### config.mk
export PLATFORM = sky130hd
export DESIGN_NAME = adsr_envelope_generator_core
export DESIGN_NICKNAME = d
export VERILOG_FILES = /design/src/rtl/adsr_pkg.sv /design/src/rtl/adsr_div.sv /design/src/rtl/adsr_ctrl.sv /design/src/rtl/adsr_dp.sv /design/src/rtl/adsr_envelope_generator_core.sv
export SDC_FILE = /design/constraint.sdc
export NUM_CORES = 2
export LEC_CHECK = 0
export ABC_AREA = 1
export BUFFER_PORTS_ARGS = -buffer_cell sky130_fd_sc_hd__buf_2
export CORE_MARGIN = 2
export CORE_UTILIZATION = 50
export CTS_BUF_LIST = sky130_fd_sc_hd__clkbuf_8
export DETAILED_ROUTE_END_ITERATION = 8
export GPL_ROUTABILITY_DRIVEN = 0
export MAX_ROUTING_LAYER = met4
export PLACE_DENSITY = 0.75
export SLEW_MARGIN = 20
export SYNTH_ARGS = -nofsm -noshare
export SYNTH_HDL_FRONTEND = slang
export SYNTH_SLANG_ARGS = --single-unit
export TNS_END_PERCENT = 30
### constraint.sdc
create_clock -name aclk -period 8.75 [get_ports aclk]
set_clock_uncertainty 0.15 [all_clocks]
set_input_delay 1.3125 -clock aclk [delete_from_list [all_inputs] [get_ports aclk]]
set_output_delay 1.3125 -clock aclk [all_outputs]
set_load 0.1 [all_outputs]
### src/rtl/adsr_pkg.sv
// Shared types and constants for the ADSR envelope generator core.
// Used by the controller, the datapath and the top level; no dependencies.
package adsr_pkg;

    localparam int LEN_BITS_DEFAULT   = 20;
    localparam int LEVEL_FRAC_DEFAULT = 24;

    localparam int LVL_W         = 25;
    localparam int FAC_W         = 17;
    localparam int OUT_W         = 26;
    localparam int STEP_W        = 27;
    localparam int FAC_ONE_SHIFT = 16;

    localparam int CFG_IDX_W  = 3;
    localparam int CFG_DATA_W = 25;

    localparam int S_TDATA_W = 8;
    localparam int S_TUSER_W = 2;
    localparam int M_TDATA_W = 32;

    localparam logic [31:0] RST_ATTACK_PEAK   = 32'd16777216;
    localparam logic [31:0] RST_DECAY_LEVEL   = 32'd11744051;
    localparam logic [31:0] RST_SUSTAIN_LEVEL = 32'd8388608;
    localparam logic [31:0] RST_ATTACK_LEN    = 32'd5999;
    localparam logic [31:0] RST_DECAY_LEN     = 32'd11999;
    localparam logic [31:0] RST_SUSTAIN_LEN   = 32'd47999;
    localparam logic [31:0] RST_RELEASE_LEN   = 32'd2399;
    localparam logic [31:0] RST_HOLD_FACTOR   = 32'd65536;

    typedef enum logic [CFG_IDX_W-1:0] {
        CFG_ATTACK_PEAK   = 3'd0,
        CFG_DECAY_LEVEL   = 3'd1,
        CFG_SUSTAIN_LEVEL = 3'd2,
        CFG_ATTACK_LEN    = 3'd3,
        CFG_DECAY_LEN     = 3'd4,
        CFG_SUSTAIN_LEN   = 3'd5,
        CFG_RELEASE_LEN   = 3'd6,
        CFG_HOLD_FACTOR   = 3'd7
    } cfg_idx_t;

    typedef enum logic [1:0] {
        ST_ATTACK  = 2'd0,
        ST_DECAY   = 2'd1,
        ST_SUSTAIN = 2'd2,
        ST_RELEASE = 2'd3
    } stage_t;

    typedef enum logic [1:0] {
        KIND_TICK    = 2'd0,
        KIND_TRIGGER = 2'd1,
        KIND_RELEASE = 2'd2
    } kind_t;

    typedef enum logic [2:0] {
        OP_NONE       = 3'd0,
        OP_TRIGGER    = 3'd1,
        OP_RELEASE    = 3'd2,
        OP_TICK_SPENT = 3'd3,
        OP_TICK       = 3'd4
    } dp_op_t;

    typedef struct packed {
        logic   capture;
        dp_op_t op;
        logic   step_load;
        logic   mul_load;
        logic   sat_load;
        logic   emit;
    } dp_cmd_t;

    typedef struct packed {
        kind_t kind;
        logic  stage_attack;
        logic  tick_done;
        logic  tick_div;
        logic  tick_mul;
        logic  div_done;
        logic  out_free;
    } dp_status_t;

endpackage

### src/rtl/adsr_div.sv
// Iterative signed-by-unsigned divider, one quotient bit per cycle,
// truncating toward zero; a zero divisor gives zero. No dependencies.
module adsr_div #(
    parameter int NUM_W = 27,
    parameter int DEN_W = 20
) (
    input  logic                    aclk,
    input  logic                    aresetn,
    input  logic                    start,
    input  logic signed [NUM_W-1:0] num,
    input  logic        [DEN_W-1:0] den,
    output logic                    done,
    output logic signed [NUM_W-1:0] quot
);

    localparam int MAG_W = NUM_W - 1;
    localparam int CNT_W = $clog2(MAG_W);

    logic             busy_reg;
    logic             done_reg;
    logic [CNT_W-1:0] cnt_reg;
    logic [MAG_W-1:0] q_reg;
    logic [DEN_W-1:0] rem_reg;
    logic [DEN_W-1:0] den_reg;
    logic             neg_reg;
    logic             zero_reg;

    logic [NUM_W-1:0] num_abs;
    logic [DEN_W:0]   rem_sh;
    logic             ge;
    logic [DEN_W-1:0] rem_next;
    logic [NUM_W-1:0] q_ext;

    assign num_abs  = num[NUM_W-1] ? (-num) : num;
    assign rem_sh   = {rem_reg, q_reg[MAG_W-1]};
    assign ge       = rem_sh >= {1'b0, den_reg};
    assign rem_next = ge ? DEN_W'(rem_sh - {1'b0, den_reg}) : rem_sh[DEN_W-1:0];

    always_ff @(posedge aclk) begin
        if (!aresetn) begin
            busy_reg <= 1'b0;
            done_reg <= 1'b0;
            cnt_reg  <= '0;
        end else begin
            done_reg <= 1'b0;
            if (start) begin
                busy_reg <= 1'b1;
                cnt_reg  <= '0;
            end else if (busy_reg) begin
                cnt_reg <= cnt_reg + 1'b1;
                if (cnt_reg == CNT_W'(MAG_W - 1)) begin
                    busy_reg <= 1'b0;
                    done_reg <= 1'b1;
                end
            end
        end
    end

    always_ff @(posedge aclk) begin
        if (start) begin
            q_reg    <= num_abs[MAG_W-1:0];
            rem_reg  <= '0;
            den_reg  <= den;
            neg_reg  <= num[NUM_W-1];
            zero_reg <= (den == '0);
        end else if (busy_reg) begin
            q_reg   <= {q_reg[MAG_W-2:0], ge};
            rem_reg <= rem_next;
        end
    end

    assign q_ext = {1'b0, q_reg};
    assign done  = done_reg;
    assign quot  = zero_reg ? '0 : (neg_reg ? signed'(-q_ext) : signed'(q_ext));

endmodule

### src/rtl/adsr_ctrl.sv
// Sequencing state machine for the envelope core: accepts beats, issues
// datapath commands, waits on the divider and the output slot. Uses adsr_pkg.
module adsr_ctrl (
    input  logic                 aclk,
    input  logic                 aresetn,
    input  logic                 s_tvalid,
    output logic                 s_tready,
    input  adsr_pkg::dp_status_t status,
    output adsr_pkg::dp_cmd_t    cmd
);
    import adsr_pkg::*;

    typedef enum logic [5:0] {
        S_IDLE = 6'b000001,
        S_EXEC = 6'b000010,
        S_DIV  = 6'b000100,
        S_MUL  = 6'b001000,
        S_SAT  = 6'b010000,
        S_EMIT = 6'b100000
    } state_t;

    state_t state_reg, state_next;

    always_comb begin
        state_next = state_reg;
        cmd        = '0;
        cmd.op     = OP_NONE;
        s_tready   = 1'b0;
        unique case (state_reg)
            S_IDLE: begin
                s_tready = 1'b1;
                if (s_tvalid) begin
                    cmd.capture = 1'b1;
                    state_next  = S_EXEC;
                end
            end
            S_EXEC: begin
                unique case (status.kind)
                    KIND_TRIGGER: begin
                        if (!status.stage_attack) begin
                            cmd.op     = OP_TRIGGER;
                            state_next = S_DIV;
                        end else begin
                            state_next = S_IDLE;
                        end
                    end
                    KIND_RELEASE: begin
                        cmd.op     = OP_RELEASE;
                        state_next = S_DIV;
                    end
                    KIND_TICK: begin
                        if (status.tick_done) begin
                            cmd.op     = OP_TICK_SPENT;
                            state_next = S_EMIT;
                        end else begin
                            cmd.op = OP_TICK;
                            priority if (status.tick_div) begin
                                state_next = S_DIV;
                            end else if (status.tick_mul) begin
                                state_next = S_MUL;
                            end else begin
                                state_next = S_EMIT;
                            end
                        end
                    end
                    default: state_next = S_IDLE;
                endcase
            end
            S_DIV: begin
                if (status.div_done) begin
                    cmd.step_load = 1'b1;
                    state_next    = (status.kind == KIND_TICK) ? S_EMIT : S_IDLE;
                end
            end
            S_MUL: begin
                cmd.mul_load = 1'b1;
                state_next   = S_SAT;
            end
            S_SAT: begin
                cmd.sat_load = 1'b1;
                state_next   = S_EMIT;
            end
            S_EMIT: begin
                if (status.out_free) begin
                    cmd.emit   = 1'b1;
                    state_next = S_IDLE;
                end
            end
            default: state_next = S_IDLE;
        endcase
    end

    always_ff @(posedge aclk) begin
        if (!aresetn) begin
            state_reg <= S_IDLE;
        end else begin
            state_reg <= state_next;
        end
    end

endmodule

### src/rtl/adsr_dp.sv
// Envelope datapath: settings registers, position, stage, level and step,
// hold multiplier, result and output registers. Uses adsr_pkg and adsr_div.
module adsr_dp #(
    parameter int LEN_BITS        = adsr_pkg::LEN_BITS_DEFAULT,
    parameter int LEVEL_FRAC_BITS = adsr_pkg::LEVEL_FRAC_DEFAULT
) (
    input  logic                             aclk,
    input  logic                             aresetn,
    input  logic                             cfg_wr_en,
    input  logic [adsr_pkg::CFG_IDX_W-1:0]   cfg_wr_index,
    input  logic [adsr_pkg::CFG_DATA_W-1:0]  cfg_wr_data,
    input  logic [adsr_pkg::S_TDATA_W-1:0]   s_tdata,
    input  logic [adsr_pkg::S_TUSER_W-1:0]   s_tuser,
    input  adsr_pkg::dp_cmd_t                cmd,
    output adsr_pkg::dp_status_t             status,
    output logic                             m_tvalid,
    input  logic                             m_tready,
    output logic [adsr_pkg::M_TDATA_W-1:0]   m_tdata
);
    import adsr_pkg::*;

    localparam int LEN_W  = LEN_BITS;
    localparam int SUM_W  = LEN_BITS + 2;
    localparam int POS_W  = LEN_BITS + 3;
    localparam int PROD_W = OUT_W + FAC_W;
    localparam int HOLD_W = PROD_W - FAC_ONE_SHIFT;
    localparam int FLUSH_LIMIT = (1 << LEVEL_FRAC_BITS) / 1000000;

    logic [LVL_W-1:0] attack_peak_reg, decay_level_reg, sustain_level_reg;
    logic [LEN_W-1:0] attack_len_reg, decay_len_reg, sustain_len_reg, release_len_reg;
    logic [FAC_W-1:0] hold_factor_reg;

    logic [POS_W-1:0]        pos_reg, pos_next;
    stage_t                  stage_reg, stage_next;
    logic signed [OUT_W-1:0] level_reg, level_next;
    logic signed [STEP_W-1:0] step_reg, step_next;
    logic                    spent_reg, spent_next;

    kind_t kind_reg;
    logic  held_reg;

    logic [PROD_W-1:0]    prod_reg;
    logic                 flush_reg;
    logic [M_TDATA_W-1:0] res_reg;
    logic [M_TDATA_W-1:0] out_data_reg;
    logic                 out_valid_reg;

    function automatic logic signed [OUT_W-1:0] sat_out(input logic signed [OUT_W+1:0] v);
        logic signed [OUT_W-1:0] r;
        if ((v[OUT_W+1:OUT_W-1] == 3'b000) || (v[OUT_W+1:OUT_W-1] == 3'b111)) begin
            r = v[OUT_W-1:0];
        end else if (v[OUT_W+1]) begin
            r = {1'b1, {(OUT_W-1){1'b0}}};
        end else begin
            r = {1'b0, {(OUT_W-1){1'b1}}};
        end
        return r;
    endfunction

    // settings
    always_ff @(posedge aclk) begin
        if (!aresetn) begin
            attack_peak_reg   <= RST_ATTACK_PEAK[LVL_W-1:0];
            decay_level_reg   <= RST_DECAY_LEVEL[LVL_W-1:0];
            sustain_level_reg <= RST_SUSTAIN_LEVEL[LVL_W-1:0];
            attack_len_reg    <= RST_ATTACK_LEN[LEN_W-1:0];
            decay_len_reg     <= RST_DECAY_LEN[LEN_W-1:0];
            sustain_len_reg   <= RST_SUSTAIN_LEN[LEN_W-1:0];
            release_len_reg   <= RST_RELEASE_LEN[LEN_W-1:0];
            hold_factor_reg   <= RST_HOLD_FACTOR[FAC_W-1:0];
        end else if (cfg_wr_en) begin
            unique case (cfg_idx_t'(cfg_wr_index))
                CFG_ATTACK_PEAK:   attack_peak_reg   <= cfg_wr_data[LVL_W-1:0];
                CFG_DECAY_LEVEL:   decay_level_reg   <= cfg_wr_data[LVL_W-1:0];
                CFG_SUSTAIN_LEVEL: sustain_level_reg <= cfg_wr_data[LVL_W-1:0];
                CFG_ATTACK_LEN:    attack_len_reg    <= cfg_wr_data[LEN_W-1:0];
                CFG_DECAY_LEN:     decay_len_reg     <= cfg_wr_data[LEN_W-1:0];
                CFG_SUSTAIN_LEN:   sustain_len_reg   <= cfg_wr_data[LEN_W-1:0];
                CFG_RELEASE_LEN:   release_len_reg   <= cfg_wr_data[LEN_W-1:0];
                CFG_HOLD_FACTOR:   hold_factor_reg   <= cfg_wr_data[FAC_W-1:0];
                default: ;
            endcase
        end
    end

    // stage boundaries
    logic [SUM_W-1:0] ad_sum, s3_sum, total_sum;
    logic [POS_W-1:0] ad_ext, s3_ext, total_ext, att_ext;

    assign ad_sum    = SUM_W'(attack_len_reg) + SUM_W'(decay_len_reg);
    assign s3_sum    = ad_sum + SUM_W'(sustain_len_reg);
    assign total_sum = s3_sum + SUM_W'(release_len_reg);
    assign att_ext   = POS_W'(attack_len_reg);
    assign ad_ext    = POS_W'(ad_sum);
    assign s3_ext    = POS_W'(s3_sum);
    assign total_ext = POS_W'(total_sum);

    // tick decode
    logic [POS_W-1:0] pos_inc, tick_pos, rel_pos;
    logic held_hit, att_hit, dec_hit, sust_hit, tick_div, tick_mul;
    stage_t tick_stage;
    logic signed [OUT_W+1:0] tick_sum;
    logic signed [OUT_W-1:0] tick_sample;

    assign pos_inc   = pos_reg + 1'b1;
    assign held_hit  = held_reg && (pos_inc == s3_ext);
    assign att_hit   = (stage_reg == ST_ATTACK) && (pos_inc == att_ext);
    assign dec_hit   = (stage_reg == ST_DECAY) && (pos_inc == ad_ext);
    assign sust_hit  = (stage_reg == ST_SUSTAIN) && (pos_inc == s3_ext);
    assign tick_div  = att_hit || dec_hit || (sust_hit && !held_reg);
    assign tick_mul  = sust_hit && held_reg;
    assign tick_pos  = tick_mul ? pos_reg : pos_inc;
    assign rel_pos   = (pos_reg != s3_ext) ? s3_ext : pos_reg;

    always_comb begin
        priority if (att_hit) begin
            tick_stage = ST_DECAY;
        end else if (dec_hit) begin
            tick_stage = ST_SUSTAIN;
        end else if (sust_hit && !held_reg) begin
            tick_stage = ST_RELEASE;
        end else begin
            tick_stage = stage_reg;
        end
    end

    assign tick_sum    = (OUT_W+2)'(level_reg) + (OUT_W+2)'(step_reg);
    assign tick_sample = held_hit ? level_reg : sat_out(tick_sum);

    // step divider
    logic                     div_start, div_done;
    logic signed [STEP_W-1:0] div_num, div_quot;
    logic        [LEN_W-1:0]  div_den;
    logic signed [STEP_W-1:0] n_attack, n_decay, n_sustain, n_neg_level, n_neg_sust;

    assign n_attack    = signed'(STEP_W'(attack_peak_reg));
    assign n_decay     = signed'(STEP_W'(decay_level_reg) - STEP_W'(attack_peak_reg));
    assign n_sustain   = signed'(STEP_W'(sustain_level_reg) - STEP_W'(decay_level_reg));
    assign n_neg_level = -(STEP_W'(level_reg));
    assign n_neg_sust  = signed'(-STEP_W'(sustain_level_reg));

    always_comb begin
        div_start = 1'b0;
        div_num   = n_neg_sust;
        div_den   = release_len_reg;
        unique case (cmd.op)
            OP_TRIGGER: begin
                div_start = 1'b1;
                div_num   = n_attack;
                div_den   = attack_len_reg;
            end
            OP_RELEASE: begin
                div_start = 1'b1;
                div_num   = (pos_reg != s3_ext) ? n_neg_level : n_neg_sust;
            end
            OP_TICK: begin
                div_start = tick_div;
                priority if (att_hit) begin
                    div_num = n_decay;
                    div_den = decay_len_reg;
                end else if (dec_hit) begin
                    div_num = n_sustain;
                    div_den = sustain_len_reg;
                end else begin
                    div_num = n_neg_sust;
                end
            end
            default: ;
        endcase
    end

    adsr_div #(
        .NUM_W (STEP_W),
        .DEN_W (LEN_W)
    ) u_div (
        .aclk    (aclk),
        .aresetn (aresetn),
        .start   (div_start),
        .num     (div_num),
        .den     (div_den),
        .done    (div_done),
        .quot    (div_quot)
    );

    // hold decay
    logic [OUT_W-1:0]         level_mag;
    logic [HOLD_W:0]          hold_mag;
    logic signed [OUT_W+1:0]  hold_val;
    logic signed [OUT_W-1:0]  hold_level;

    assign level_mag  = level_reg[OUT_W-1] ? OUT_W'(-level_reg) : OUT_W'(level_reg);
    assign hold_mag   = {1'b0, prod_reg[PROD_W-1:FAC_ONE_SHIFT]};
    assign hold_val   = level_reg[OUT_W-1] ? -(OUT_W+2)'(hold_mag) : (OUT_W+2)'(hold_mag);
    assign hold_level = flush_reg ? '0 : sat_out(hold_val);

    always_ff @(posedge aclk) begin
        if (cmd.mul_load) begin
            prod_reg  <= PROD_W'(level_mag) * PROD_W'(hold_factor_reg);
            flush_reg <= level_mag <= OUT_W'(FLUSH_LIMIT);
        end
    end

    // envelope state
    always_comb begin
        pos_next   = pos_reg;
        stage_next = stage_reg;
        level_next = level_reg;
        step_next  = step_reg;
        spent_next = spent_reg;
        unique case (cmd.op)
            OP_TRIGGER: begin
                pos_next   = '0;
                stage_next = ST_ATTACK;
                level_next = '0;
                spent_next = 1'b0;
            end
            OP_RELEASE: begin
                pos_next   = rel_pos;
                stage_next = ST_RELEASE;
                spent_next = rel_pos >= total_ext;
            end
            OP_TICK_SPENT: spent_next = 1'b1;
            OP_TICK: begin
                pos_next   = tick_pos;
                stage_next = tick_stage;
                level_next = tick_sample;
                spent_next = tick_pos >= total_ext;
            end
            default: ;
        endcase
        if (cmd.step_load) begin
            step_next = div_quot;
        end
        if (cmd.sat_load) begin
            level_next = hold_level;
        end
    end

    always_ff @(posedge aclk) begin
        if (!aresetn) begin
            pos_reg   <= '0;
            stage_reg <= ST_RELEASE;
            level_reg <= '0;
            step_reg  <= '0;
            spent_reg <= 1'b1;
        end else begin
            pos_reg   <= pos_next;
            stage_reg <= stage_next;
            level_reg <= level_next;
            step_reg  <= step_next;
            spent_reg <= spent_next;
        end
    end

    // input capture and result
    always_ff @(posedge aclk) begin
        if (cmd.capture) begin
            kind_reg <= kind_t'(s_tuser[1:0]);
            held_reg <= s_tdata[0];
        end
        if (cmd.op == OP_TICK_SPENT) begin
            res_reg <= {3'b000, 1'b1, stage_reg, {OUT_W{1'b0}}};
        end else if (cmd.op == OP_TICK) begin
            res_reg <= {3'b000, 1'b0, stage_reg, tick_sample};
        end
        if (cmd.emit) begin
            out_data_reg <= res_reg;
        end
    end

    always_ff @(posedge aclk) begin
        if (!aresetn) begin
            out_valid_reg <= 1'b0;
        end else if (cmd.emit) begin
            out_valid_reg <= 1'b1;
        end else if (m_tready) begin
            out_valid_reg <= 1'b0;
        end
    end

    assign m_tvalid = out_valid_reg;
    assign m_tdata  = out_data_reg;

    assign status.kind         = kind_reg;
    assign status.stage_attack = (stage_reg == ST_ATTACK);
    assign status.tick_done    = spent_reg || (pos_reg >= total_ext);
    assign status.tick_div     = tick_div;
    assign status.tick_mul     = tick_mul;
    assign status.div_done     = div_done;
    assign status.out_free     = !out_valid_reg || m_tready;

endmodule

### src/rtl/adsr_envelope_generator_core.sv
// Linear ADSR envelope generator, top level.
// Input beats (s_): tuser[1:0] = kind (sample tick, trigger, release),
// tdata[0] = gate held. One result beat (m_) per sample tick only.
// Settings are written through cfg_wr_*; the user must do so only while no
// beat is in flight, as the block itself does not enforce it. A plain tick
// goes from S_IDLE through S_EXEC to S_EMIT; m_tvalid rises in the same
// cycle that s_tready returns, and no new beat is taken before then.
// A tick that ends a stage, a trigger outside attack and a release run the
// step divider, one quotient bit a cycle; a held tick at sustain end runs
// the hold multiply through S_MUL and S_SAT instead.
// The output register decouples the sides: the next beat is taken while a
// result waits; a stalled receiver only holds the block at the following
// result. Reset (aresetn low, synchronous) loads default settings and
// leaves the envelope spent in release, so ticks give zero with finished.
// Depends on adsr_pkg, adsr_ctrl, adsr_dp, adsr_div.
module adsr_envelope_generator_core #(
    parameter int LEN_BITS        = adsr_pkg::LEN_BITS_DEFAULT,
    parameter int LEVEL_FRAC_BITS = adsr_pkg::LEVEL_FRAC_DEFAULT
) (
    input  logic                            aclk,
    input  logic                            aresetn,
    input  logic                            cfg_wr_en,
    input  logic [adsr_pkg::CFG_IDX_W-1:0]  cfg_wr_index,
    input  logic [adsr_pkg::CFG_DATA_W-1:0] cfg_wr_data,
    input  logic                            s_tvalid,
    output logic                            s_tready,
    input  logic [adsr_pkg::S_TDATA_W-1:0]  s_tdata,  // [0] sustain_held, rest zero
    input  logic [adsr_pkg::S_TUSER_W-1:0]  s_tuser,  // [1:0] kind
    output logic                            m_tvalid,
    input  logic                            m_tready,
    output logic [adsr_pkg::M_TDATA_W-1:0]  m_tdata   // [25:0] level, [27:26] stage,
                                                      // [28] finished, rest zero
);
    import adsr_pkg::*;

    dp_cmd_t    cmd;
    dp_status_t status;

    adsr_ctrl u_ctrl (
        .aclk     (aclk),
        .aresetn  (aresetn),
        .s_tvalid (s_tvalid),
        .s_tready (s_tready),
        .status   (status),
        .cmd      (cmd)
    );

    adsr_dp #(
        .LEN_BITS        (LEN_BITS),
        .LEVEL_FRAC_BITS (LEVEL_FRAC_BITS)
    ) u_dp (
        .aclk         (aclk),
        .aresetn      (aresetn),
        .cfg_wr_en    (cfg_wr_en),
        .cfg_wr_index (cfg_wr_index),
        .cfg_wr_data  (cfg_wr_data),
        .s_tdata      (s_tdata),
        .s_tuser      (s_tuser),
        .cmd          (cmd),
        .status       (status),
        .m_tvalid     (m_tvalid),
        .m_tready     (m_tready),
        .m_tdata      (m_tdata)
    );

endmodule

# Yosys cells after proc, flatten, opt, wreduce, memory -nomap -nowiden
# Index checks and enable logic that the tools add are counted.
dict set report totals {
  register_bits 438
  out_inout_bits 34
  wordCells 187
}
dict set report classes {
  n_addsub 15
  multipliers 1
  n_lt_le_gt_ge 5
  eq_ne 32
  mux 63
  bitwise 2
  n_reduce_logical 39
}
# operator count
set ops {}
lappend ops {{two-way mux 26 bit} 11}
lappend ops {{two-way mux 27 bit} 5}
lappend ops {{two-way mux 28 bit} 3}
lappend ops {{case mux 27 bit (3 select lines)} 1}
lappend ops {{greater-or-equal comparator 23 x 22 -> 1 bit} 3}
lappend ops {{case mux 23 bit (3 select lines)} 1}
lappend ops {{two-way mux 20 bit} 3}
lappend ops {{negation 26 -> 27 bit} 2}
lappend ops {{negation 26 bit} 2}
lappend ops {{case mux 26 bit (2 select lines)} 1}
lappend ops {{subtractor 25 x 25 -> 26 bit} 2}
lappend ops {{== test 23 x 22 -> 1 bit} 2}
lappend ops {{two-way mux 23 bit} 2}
lappend ops {{adder 22 x 20 -> 22 bit} 2}
lappend ops {{multiplier 26 x 17 -> 43 bit} 1}
lappend ops {{two-way mux 6 bit} 7}
lappend ops {{case mux 20 bit (2 select lines)} 1}
lappend ops {{case mux 6 bit (6 select lines)} 1}
lappend ops {{adder 26 x 27 -> 28 bit} 1}
lappend ops {{negation 27 -> 28 bit} 1}
lappend ops {{negation 25 -> 27 bit} 1}
lappend ops {{less-or-equal comparator 26 x 5 -> 1 bit, second input constant} 1}
lappend ops {{adder 23 x 1 -> 23 bit, second input constant} 1}
lappend ops {{== test 23 x 20 -> 1 bit} 1}
lappend ops {{other kinds (42)} 101}

# Logic depth before layout (Yosys ltp)
dict set report depth {
  word_depth 13
  depth_mapped 62
  ltp_nobuf 60
}

# By module
# From an unflattened synthesis, not the netlist that was laid out.
dict set report hier_totals {
  cells_unflattened 7228
  hier_area_um2 49132.1
}
# mod instances cells_each area_per_inst_um2 seq_area_each_um2
set by_module_without_submodules {}
lappend by_module_without_submodules {adsr_dp 1 6276 42777.3 7447.1}
lappend by_module_without_submodules {adsr_div 1 871 5856.9 1981.9}
lappend by_module_without_submodules {adsr_ctrl 1 81 498.0 120.1}

# Least setup slack after synthesis
# No wires, ideal clock.
dict set report synth_timing {
  kind {register to register}
  from {register u_dp.level_reg[0]}
  to {register u_dp.prod_reg[42], data pin}
  t_arrival_ns 7.566
  t_required_ns 8.339
  slack_ns 0.774
  stages_incl_launch_ff 41
  n_path_buf 2
  path_cell_list {dfxtp_1 -> buf_2 -> inv_1 -> ha_1 -> nand4_1 -> nor2_1 -> nand3_1 -> inv_1 -> nand2_1 -> nor3_1 -> nand2_1 -> nand2_1 -> nand3_1 -> o21ai_1 -> clkbuf_1 -> nand2_1 -> fa_1 -> inv_1 -> [5 not listed] -> inv_1 -> fa_1 -> inv_1 -> fa_1 -> ha_1 -> nand2_1 -> nor2_1 -> inv_1 -> nor3_1 -> nand2_1 -> o2111ai_1 -> a41oi_1 -> o31ai_1 -> nand2_1 -> a31oi_1 -> nand3_1 -> nand3_1 -> xor2_1}
}
dict set report synth_between {
  elab_chain_len 3
}
# item line
set synth_lines {}
lappend synth_lines {{start, declared} adsr_dp.sv:35} ;# logic signed [OUT_W-1:0] level_reg, level_next;
lappend synth_lines {{start signal, assigned} adsr_dp.sv:249} ;# level_reg <= level_next;
lappend synth_lines {{negation 26 bit} adsr_dp.sv:191} ;# assign level_mag = level_reg[OUT_W-1] ? OUT_W'(-level_reg) : OUT_W'(level_reg);
lappend synth_lines {{two-way mux 26 bit (*)} adsr_dp.sv:191}
lappend synth_lines {{multiplier 26 x 17 -> 43 bit (*)} adsr_dp.sv:198} ;# prod_reg <= PROD_W'(level_mag) * PROD_W'(hold_factor_reg);
lappend synth_lines {{end signal, assigned} adsr_dp.sv:198}
lappend synth_lines {{end, declared} adsr_dp.sv:42} ;# logic [PROD_W-1:0] prod_reg;
# Every way passes the cells marked *; elsewhere a longest branch is shown, timed or not.
# A chain may end at the register's enable or synchronous reset.

# Worst setup path after layout
dict set report layout_timing {
  from {register u_dp.decay_len_reg[0]}
  to {register u_dp.u_div.busy_reg}
}
dict set report layout_between {
  elab_chain_len 12
  elab_cells_between_ends 21
}
# item line
set layout_lines {}
lappend layout_lines {{start, declared} adsr_dp.sv:30} ;# logic [LEN_W-1:0] attack_len_reg, decay_len_reg, sustain_len_reg, release_len_reg;
lappend layout_lines {{start signal, assigned} adsr_dp.sv:67} ;# decay_len_reg <= RST_DECAY_LEN[LEN_W-1:0];
lappend layout_lines {{start signal, assigned} adsr_dp.sv:77} ;# CFG_DECAY_LEN: decay_len_reg <= cfg_wr_data[LEN_W-1:0];
lappend layout_lines {{adder 20 x 20 -> 21 bit (*)} adsr_dp.sv:90} ;# assign ad_sum = SUM_W'(attack_len_reg) + SUM_W'(decay_len_reg);
lappend layout_lines {{adder 22 x 20 -> 22 bit} adsr_dp.sv:91} ;# assign s3_sum = ad_sum + SUM_W'(sustain_len_reg);
lappend layout_lines {{adder 22 x 20 -> 22 bit} adsr_dp.sv:92} ;# assign total_sum = s3_sum + SUM_W'(release_len_reg);
lappend layout_lines {{greater-or-equal comparator 23 x 22 -> 1 bit} adsr_dp.sv:286} ;# assign status.tick_done = spent_reg || (pos_reg >= total_ext);
lappend layout_lines {{logical OR 1 bit} adsr_dp.sv:286}
lappend layout_lines {{two-way mux 3 bit} adsr_ctrl.sv:52} ;# if (status.tick_done) begin
lappend layout_lines {{case mux 3 bit (3 select lines)} adsr_ctrl.sv:38} ;# unique case (status.kind)
lappend layout_lines {{two-way mux 3 bit} adsr_ctrl.sv:29} ;# unique case (state_reg)
lappend layout_lines {{== test 3 x 1 -> 1 bit / == test 3 x 2 -> 1 bit (equally long branches)} adsr_dp.sv:146} ;# unique case (cmd.op)
lappend layout_lines {{OR reduction 2 bit (no line)} -}
lappend layout_lines {{case mux 1 bit (2 select lines) (*)} adsr_dp.sv:146}
lappend layout_lines {{two-way mux 1 bit (*)} adsr_div.sv:46} ;# if (start) begin
lappend layout_lines {{end signal, assigned} adsr_div.sv:41} ;# busy_reg <= 1'b0;
lappend layout_lines {{end signal, assigned} adsr_div.sv:47} ;# busy_reg <= 1'b1;
lappend layout_lines {{end signal, assigned} adsr_div.sv:52} ;# busy_reg <= 1'b0;
lappend layout_lines {{end, declared} adsr_div.sv:19} ;# logic busy_reg;
# Marks and branches as above.

==> summary.md <==
| Metric | Value |
|---|---|
| Depth of the CTS H-tree | 3 |
| Chip width | 310.7 um |
| Post-Route WL | 159,400 um |
| Overall Global Routing Usage | 0.3332 |
| CTS Hold Bufs | 0 |
| DRC Markers | 0 |
| DP HPWL | 124,900 um |
| Worst skew pair latency | 0.73 ns |
| Largest family of logic cells by synthesized area | simple AND/OR/NAND/NOR gates |
| Part of the cycle the worst path needs | 0.9584 |
| # rows | 112 |
| FFs w/ async S/R, synth | 0 |
| CTS clk-pin slew, worst paths | 0.07 ns |
| WHS Path Cells | 0 |
| Mapped Cells | 6,770 |
| CTS tree | built |
| Met2 wire length | 66,530 um |
| IO Pins | 77 |
| DR vias/cell | 5.767 |
| Yosys warnings | 0 |
| First-pass GRT wire length | 245,900 um |
| Worst Max-Slew Pin Slew | 1.066 ns |
| Cell taking the most area after synthesis | fa_1 |
| Via count | 46.98k |
| Wl on met1 | 63,310 um |
| Root buf cell | clkbuf_8 |
| Starting Density | 0.5046 |
| Average cell area after synthesis | 6.945 um2 |
| Commonest cells post-synth | nand2_1 (1,834), inv_1 (1,020), nor2_1 (565), a21oi_1 (403), nand3_1 (375) |
| Drt initial violations | 5,899 |
| Ranking of synthesized cells by area | fa_1 (15%), nand2_1 (15%), dfxtp_1 (13%) |
| Fin Setup TNS | 0 ns |
| Fin. max-slew vios | 0 |
| Mapped Area | 47,020 um2 |
| Drt wl/cell | 19.56 um |
| Core Area | 93,190 um2 |
| Die footprint | 96,510 um2 |
| Metal3 WL | 19,940 um |
| Fin. Hold Viols | 0 |
| MaxCap Viol Count | 0 |
| Pre-Repair DR Iteration Count | 8 |
| Setup-failing EPs final | 0 |
| Adder-Cell Fraction of Synth Area | 0.2476 |
| Vias in the first global route | 44.19k |
| Area delta synth->final | 8.435% |
| Crit Path Class | flop to flop |
| Mux contribution to synthesized area | 0 |
| WP data arrival | 8.83 ns |
| CTS Sinks | 422 |
| CP Capture Type | flop |
| Flip-flop and latch area | 9553 um2 |
| Critical path's largest stage delay | 0.46 ns |
| Worst hold path class | flop to flop |
| Fmax | 119.2 MHz |
| Highest routed layer | met4 |
| Largest net degree at the start of global routing | 90 |
| Number of synthesized flops with an enable pin | 110 |
| Post-synthesis xor/xnor area fraction | 0.04774 |
| Cell count of the worst reg-to-reg path | 46 |
| Buffers on Ports | 66 |
| Pwr Density | 131.5 nW/um2 |
| Simple-Gate Fraction of Synth Area | 0.2758 |
| Worst setup SP type | flop |
| Overall power | 0.006706 W |
| # nets final | 7,572 |
| Antenna Nets Post-Route | 0 |
| Sequential area share after synthesis | 0.2031 |
| Grt ovf | 0 |
| Slowest stage cell, crit path | a21oi_2 |
| Leakage | 25.21 nW |
| Outcome | complete, no violations |
| Die height | 310.7 um |
| CTS Buf Count | 77 |
| Cell variety after synth | 72 |
| Crit path required time | 9.19 ns |
| Share of cells above drive strength 1 | 0.07299 |
| Compound-Gate Fraction of Synth Area | 0.1197 |
| Initial antenna violation count | 13 |
| Primary FF master, synth | dfxtp_1 |
| Area used by multi-input combinational logic | 32,780 um2 |
| Filler instances | 8,786 |
| Slew margin rel. | 0.2883 |
| Synth top area share | 0.1550 |
| CP Max Fanout | 41 |
| Fin crit period | 8.386 ns |
| Max Buffers Root-to-Sink | 3 |
| Most common cell in the synthesized netlist | nand2_1 |
| FF+latch count, synth | 422 |
| Cell mode on critical path | nand2_1 |
| Peak supply drop | 0.00009474 V |
==> worst max-delay path: cells and delay by family, from the launching register on <==
family / cells / cell delay [ns]
buf+inv: 10 / 1.38
simple gates: 22 / 2.62
fa+ha+maj: 5 / 1.52
flops: 1 / 0.38
compound gates: 8 / 1.90
xor+xnor: 1 / 0.24
==> layer usage <==
| layer | global-route usage | vias up |
|---|---|---|
| li1 | - | 21800 |
| met1 | 0.4410 | 21930 |
| met2 | 0.4823 | 2718 |
| met3 | 0.06565 | 536 |
| met4 | 0.1739 | 0 |
| met5 | - | - |
==> where the power goes <==
| group | switching, W | leakage, nW | internal, W |
|---|---|---|---|
| Sequential | 0.0000900 | 3.53 | 0.00208 |
| Combinational | 0.00161 | 20.7 | 0.000805 |
| Clock | 0.000956 | 0.929 | 0.00116 |
==> per-stage QoR <==
step	area, um2	setup WS (ns)	instances	utilization	hold WS (ns)
after floorplan	47030	0.7735	6772	-	0.2503
after global placement	48890	0.2669	7978	0.5247	0.2536
after detailed placement	48890	0.06394	7978	0.5247	0.2575
after CTS	50570	0.01114	8118	0.5426	0.2621
after global routing	50970	-0.1130	8141	0.5470	0.2757
final	50990	0.3642	8146	0.5471	0.2735
==> logic make-up (layout without fill, tap and decap cells) <==
| kind of cell | after synthesis | after routing |
|---|---|---|
| flops | 422 | 422 |
| fa+ha+maj | 712 | 712 |
| buf+inv | 1287 | 1393 |
| compound gates | 1005 | 1005 |
| other cells | 1 | 17 |
| xor+xnor | 252 | 252 |
| simple gates | 3091 | 3091 |
==> area by class of cell <==
type / instances / share of cell area
multi-input cells: 5063 / 0.6430
flip-flops and latches: 422 / 0.1874
inverters: 1046 / 0.07725
well taps: 1254 / 0.03077
repair buffers: 207 / 0.02803
clock buffers: 91 / 0.02457
clock inverters: 49 / 0.008319
diodes: 14 / 0.0006871
==> layout by cell type (no fill, tap or decap), types with 7 or more instances in the layout <==
cell type,instances
a211oi_1,9
a21o_1,11
a21oi_1,397
a221oi_1,13
a31oi_1,64
buf_2,65
buf_4,139
bufinv_16,7
clkbuf_8,91
clkinv_1,10
clkinv_2,10
dfxtp_1,309
diode_2,14
edfxtp_1,110
fa_1,364
ha_1,340
inv_1,1032
inv_2,24
nand2_1,1829
nand2_2,22
nand3_1,374
nand3_2,13
nand3b_1,19
nand4_1,94
nor2_1,554
nor2_2,34
nor3_1,66
nor3_2,7
nor4_1,24
o211ai_1,72
o21ai_0,326
o21ai_1,25
o21bai_1,19
o221ai_1,15
o31ai_1,7
or2_2,18
xnor2_1,85
xor2_1,159
==> worst paths after layout <==
path	end	slack [ns]	start
max	u_dp.u_div.busy_reg$_SDFF_PN0_	0.36	u_dp.decay_len_reg[0]$_SDFFE_PN1P_
min	u_dp.m_tdata[9]$_DFFE_PP_	0.27	u_dp.res_reg[9]$_SDFFE_PP0P_
max reg2reg	u_dp.u_div.busy_reg$_SDFF_PN0_	0.36	u_dp.decay_len_reg[0]$_SDFFE_PN1P_
min reg2reg	u_dp.m_tdata[9]$_DFFE_PP_	0.27	u_dp.res_reg[9]$_SDFFE_PP0P_
==> what timing repair did <==
action	CTS	global route
gates resized for setup	0	60
setup buffers	0	14
endpoints found under the setup margin	0	142
Note: power is estimated with default switching activity, not from simulation.
